### config.mk
export PLATFORM = sky130hd
export DESIGN_NAME = phc_ctrl
export DESIGN_NICKNAME = d
export VERILOG_FILES = /design/src/sv/position_history_cursor_assert.svh /design/src/sv/phc_pkg.sv /design/src/sv/phc_ctrl.sv
export SDC_FILE = /design/constraint.sdc
export NUM_CORES = 1
export LEC_CHECK = 0
export BUFFER_PORTS_ARGS = -buffer_cell sky130_fd_sc_hd__buf_4
export CORE_AREA = 2 2 39 41
export CTS_CLUSTER_SIZE = 40
export DETAILED_ROUTE_END_ITERATION = 7
export DIE_AREA = 0 0 41 43
export GPL_TIMING_DRIVEN = 0
export HOLD_SLACK_MARGIN = 0.08
export PLACE_DENSITY_LB_ADDON = 0.25
export REMOVE_ABC_BUFFERS = 1
export SLEW_MARGIN = 0
export SYNTH_ARGS = -nofsm -noshare
export SYNTH_HDL_FRONTEND = slang
export SYNTH_SLANG_ARGS = --single-unit
### constraint.sdc
create_clock -name i_clk -period 1.6 [get_ports i_clk]
set_input_delay 0.16 -clock i_clk [delete_from_list [all_inputs] [get_ports i_clk]]
set_output_delay 0.16 -clock i_clk [all_outputs]
set_load 0.005 [all_outputs]
### src/sv/position_history_cursor_assert.svh
// assertion macros for the position history cursor datapath
// needs i_clk and i_rst_n in the scope where a macro is used
`ifndef POSITION_HISTORY_CURSOR_ASSERT_SVH
`define POSITION_HISTORY_CURSOR_ASSERT_SVH
`ifndef NO_ASSERTIONS
`define PHC_ASSERT(label, prop, msg) \
    label: assert property (@(posedge i_clk) disable iff (!i_rst_n) prop) else $error(msg);
`define PHC_ASSERT_ALWAYS(label, prop, msg) \
    label: assert property (@(posedge i_clk) prop) else $error(msg);
`else
`define PHC_ASSERT(label, prop, msg)
`define PHC_ASSERT_ALWAYS(label, prop, msg)
`endif
`endif

### src/sv/phc_pkg.sv
// types and constants for the position history cursor
// used by the controller, the datapath and the top level
package phc_pkg;

    localparam int DEPTH_DEF = 128;
    localparam int MODE_W    = 3;
    localparam int PAGE_W    = 10;
    localparam int LINE_W    = 24;
    localparam int COL_W     = 16;
    localparam int USED_W    = 8;

    localparam logic [MODE_W-1:0] MODE_ADD   = 3'd0;
    localparam logic [MODE_W-1:0] MODE_BACK  = 3'd1;
    localparam logic [MODE_W-1:0] MODE_FWD   = 3'd2;
    localparam logic [MODE_W-1:0] MODE_CLOSE = 3'd3;
    localparam logic [MODE_W-1:0] MODE_QUERY = 3'd4;

    typedef struct packed {
        logic [PAGE_W-1:0] page;
        logic [LINE_W-1:0] line;
        logic [COL_W-1:0]  col;
    } t_entry;

    localparam int ENTRY_W = $bits(t_entry);

    typedef enum logic [3:0] {
        S_IDLE,
        S_DECODE,
        S_ADD_RD,
        S_ADD_CMP,
        S_NAV,
        S_CLOSE,
        S_CLOSE_END,
        S_OUT_RD,
        S_OUT
    } t_state;

    typedef struct packed {
        logic load;
        logic add_cmp;
        logic nav;
        logic close_step;
        logic close_fin;
        logic emit;
    } t_cmd;

    typedef struct packed {
        logic [MODE_W-1:0] mode;
        logic              close_done;
    } t_sts;

endpackage

### src/sv/phc_ctrl.sv
// controller state machine of the position history cursor
// depends on phc_pkg for state, command and status types
module phc_ctrl (
    input  logic          i_clk,
    input  logic          i_rst_n,
    input  logic          start,
    output logic          busy,
    input  phc_pkg::t_sts i_sts,
    output phc_pkg::t_cmd o_cmd
);
    import phc_pkg::*;

    t_state r_state;
    t_state n_state;

    always_ff @(posedge i_clk) begin
        if (!i_rst_n) begin
            r_state <= S_IDLE;
        end else begin
            r_state <= n_state;
        end
    end

    always_comb begin
        n_state = r_state;
        o_cmd   = '0;
        busy    = 1'b1;
        unique case (r_state)
            S_IDLE: begin
                busy = 1'b0;
                if (start) begin
                    o_cmd.load = 1'b1;
                    n_state    = S_DECODE;
                end
            end
            S_DECODE: begin
                unique case (i_sts.mode) inside
                    MODE_ADD:            n_state = S_ADD_RD;
                    MODE_BACK, MODE_FWD: n_state = S_NAV;
                    MODE_CLOSE:          n_state = S_CLOSE;
                    default:             n_state = S_OUT_RD;
                endcase
            end
            S_ADD_RD: begin
                n_state = S_ADD_CMP;
            end
            S_ADD_CMP: begin
                o_cmd.add_cmp = 1'b1;
                n_state       = S_OUT_RD;
            end
            S_NAV: begin
                o_cmd.nav = 1'b1;
                n_state   = S_OUT_RD;
            end
            S_CLOSE: begin
                if (i_sts.close_done) begin
                    n_state = S_CLOSE_END;
                end else begin
                    o_cmd.close_step = 1'b1;
                end
            end
            S_CLOSE_END: begin
                o_cmd.close_fin = 1'b1;
                n_state         = S_OUT_RD;
            end
            S_OUT_RD: begin
                n_state = S_OUT;
            end
            S_OUT: begin
                o_cmd.emit = 1'b1;
                n_state    = S_IDLE;
            end
            default: begin
                n_state = S_IDLE;
            end
        endcase
    end

endmodule

==> results.yml <==
cts:
  htreeDepth: 1
  cts_tree: "done"
  cts.sinks: 4
  cts_resized: 0
  hold_buffers: 0
  cts.reportedPaths.clkPinSlew_ps: 40
  cts-buffers-inserted: 3
  cts_setup_buffers: 0
  cts_root_buf: "clkbuf_4"
  cts_buffer_depth: 2
  clk-insertion-delay-late_ps: 240
setup_path:
  crit_path_start_kind: "flip-flop"
  cp-startpoint: "r_state[1]$_SDFFE_PN0P_"
  required_ps: 1440
  arrival_ps: 1310
  crit_fanout: 12
  end_kind: "output port"
  critPathKind: "reg2out"
  rr_startpoint: "r_state[0]$_SDFFE_PN0P_"
synthesis:
  yosysSeqAreaShare: 0.2656
  syn_inst: 38
  synth.distinct_cells: 24
  avgSynthCellArea_sq_um: 7.935
  syn-cell-area_sq_um: 301.5
  ys_seq_elements: 4
  ys_warn_count: 0
timing:
  finalMaxSlewViolations: 0
  period_share: 0.9164
  setup-violations-final: 0
  fin_crit_ps: 1466
  fin_tns_setup_ps: 0
  max_freq_mhz: 682.0
  relSlewSlack: 0.7109
  rsz0062_at_grt: "false"
  hold_viol: 0
  clock_skew_ps: 1.193
  worst_pin_slew_ps: 433.1
worst_hold_path:
  hold_path.class: "in2reg"
  hold_start: "i_rst_n"
status:
  status: "finished, final reports clean"
floorplan:
  ios: 14
  die_width_um: 41
  fp-row-count: 14
  initial_core_util: 0.2179
  die-area_sq_mm: 0.001763
  coreArea_sq_mm: 0.001384
  fp.dieH_um: 43
finish:
  final_nets: 60
  largest_reg_flops: 4
  area_growth_pct: 40.66
  top_register: "r_state"
  antennaDiodeCount: 0
  top_regs: "r_state (4)"
  design_area_sq_um: 424.2
  utilization: 0.3065
  drive_gt1_frac: 0.3529
place:
  place_area_sq_um: 401.6
  io_buffers: 13
  dpl.hpwl_um: 550.4
  globalplace.congestion: 0.6880
routing:
  drt_iter0_drc: 7
  vias_per_cell: 4.940
  dr.pass1.iters: 4
  ant_nets: 0
  avgRoutedWirePerCell_um: 11.39
  vias: 331
  drc_errors: 0
  wirelength_um: 763
grt:
  grt_pass1_wl_um: 1193
  grt_pass1_vias: 293
  grtUsageTotal: 0.09920
  grt_start_max_net_pins: 13
  antenna_found_initial: 0
  overflow: 0
power_and_ir_drop:
  ir_drop_mv: 0.3582
  p_per_area_mw_per_mm2: 1069
  power_w: 0.0004533
  p_leak_nw: 0.1795
job:
  maxCapViolations: 0
[metal layers]
layer | track usage | vias up | routed length, um
met3 | 0.06283 | 0 | 49
met5 | 0 | - | 0
li1 | - | 174 | -
met2 | 0.1344 | 11 | 318
met4 | 0.02000 | 0 | 0
met1 | 0.1310 | 146 | 395
[worst max-delay path, cell delays in order (launching register included)]
cell      delay (ps)
dfxtp_1          550
nand2b_1         160
nor3b_1          220
buf_4            140
[cell families (layout without fill, tap and decap cells)]
| logic type | after synthesis | in the layout | synth area share |
|---|---|---|---|
| AO/OA/AOI/OAI | 10 | 10 | 0.2614 |
| flip-flops | 4 | 4 | 0.2656 |
| AND/OR/NAND/NOR | 20 | 20 | 0.4025 |
| buffers and inverters | 4 | 17 | 0.07054 |
[power breakdown]
| part | total [W] | switching (W) | leakage (nW) | internal [W] |
|---|---|---|---|---|
| Sequential | 0.000173 | 0.0000556 | 0.0330 | 0.000118 |
| Clock | 0.000129 | 0.0000447 | 0.0138 | 0.0000841 |
| Combinational | 0.000151 | 0.0000627 | 0.133 | 0.0000884 |
| Total | 0.000453 | 0.000163 | 0.179 | 0.000290 |
[metrics by stage]
| step | cells | setup WS (ps) | hold WS [ps] |
|---|---|---|---|
| after global routing | 67 | 32.32 | 175.8 |
| after CTS | 67 | 121.8 | 170.0 |
| after detailed placement | 64 | 175.2 | 419.5 |
| after global placement | 64 | 164.2 | 417.7 |
| final | 67 | 133.8 | 172.8 |
| after floorplan | 35 | 272.0 | 273.8 |
[cells in the final DEF (no fill, tap or decap), drive strengths merged]
| cell | Yosys | layout |
|---|---|---|
| o21ai | 2 | 2 |
| nand2 | 3 | 3 |
| or3 | 1 | 1 |
| nor3b | 1 | 1 |
| and3 | 1 | 1 |
| nor4b | 1 | 1 |
| o41ai | 1 | 1 |
| a221oi | 2 | 2 |
| nor3 | 1 | 1 |
| and2 | 1 | 1 |
| inv | 1 | 1 |
| nand3 | 1 | 1 |
| a22o | 1 | 1 |
| buf | 3 | 13 |
| nor4 | 1 | 1 |
| or4 | 1 | 1 |
| a211oi | 2 | 2 |
| nor2 | 5 | 5 |
| o311a | 1 | 1 |
| nand2b | 3 | 3 |
| dfxtp | 4 | 4 |
| o2111ai | 1 | 1 |
| clkbuf | 0 | 3 |
[Yosys cell counts]
library cell  instances  area share
or3_1                 1       0.021
nand2_1               2       0.025
and2_1                1       0.021
nand2b_1              3       0.062
o21ai_0               2       0.033
nor3b_1               1       0.025
a221oi_1              2       0.058
nor3_1                1       0.017
dfxtp_1               4        0.27
nor2_1                5       0.062
inv_1                 1       0.012
nand3_1               1       0.017
and3_1                1       0.021
o2111ai_1             1       0.029
nand2_4               1       0.037
a22o_1                1       0.029
o41ai_1               1       0.029
buf_2                 2       0.033
buf_4                 1       0.025
nor4_2                1       0.041
a211oi_1              2       0.050
o311a_1               1       0.033
or4_1                 1       0.025
nor4b_1               1       0.029
[final timing paths]
path	to	slack, ps	cells past startpoint
max	o_cmd[4]	130	3
min	r_state[3]$_SDFFE_PN0P_	170	3
max reg2reg	r_state[0]$_SDFFE_PN0P_	160	3
min reg2reg	r_state[2]$_SDFFE_PN0P_	670	2
[area by class of cell]
cell class                      instances  area (sq um)
Sequential cell                         4         80.08
Multi-Input combinational cell         30         200.2
Tap cell                               16         20.02
Timing Repair Buffer                   13         97.59
Inverter                                1         3.754
Clock buffer                            3         22.52
Fill cell                             156         959.7
Power figures use the tool's default switching activity.
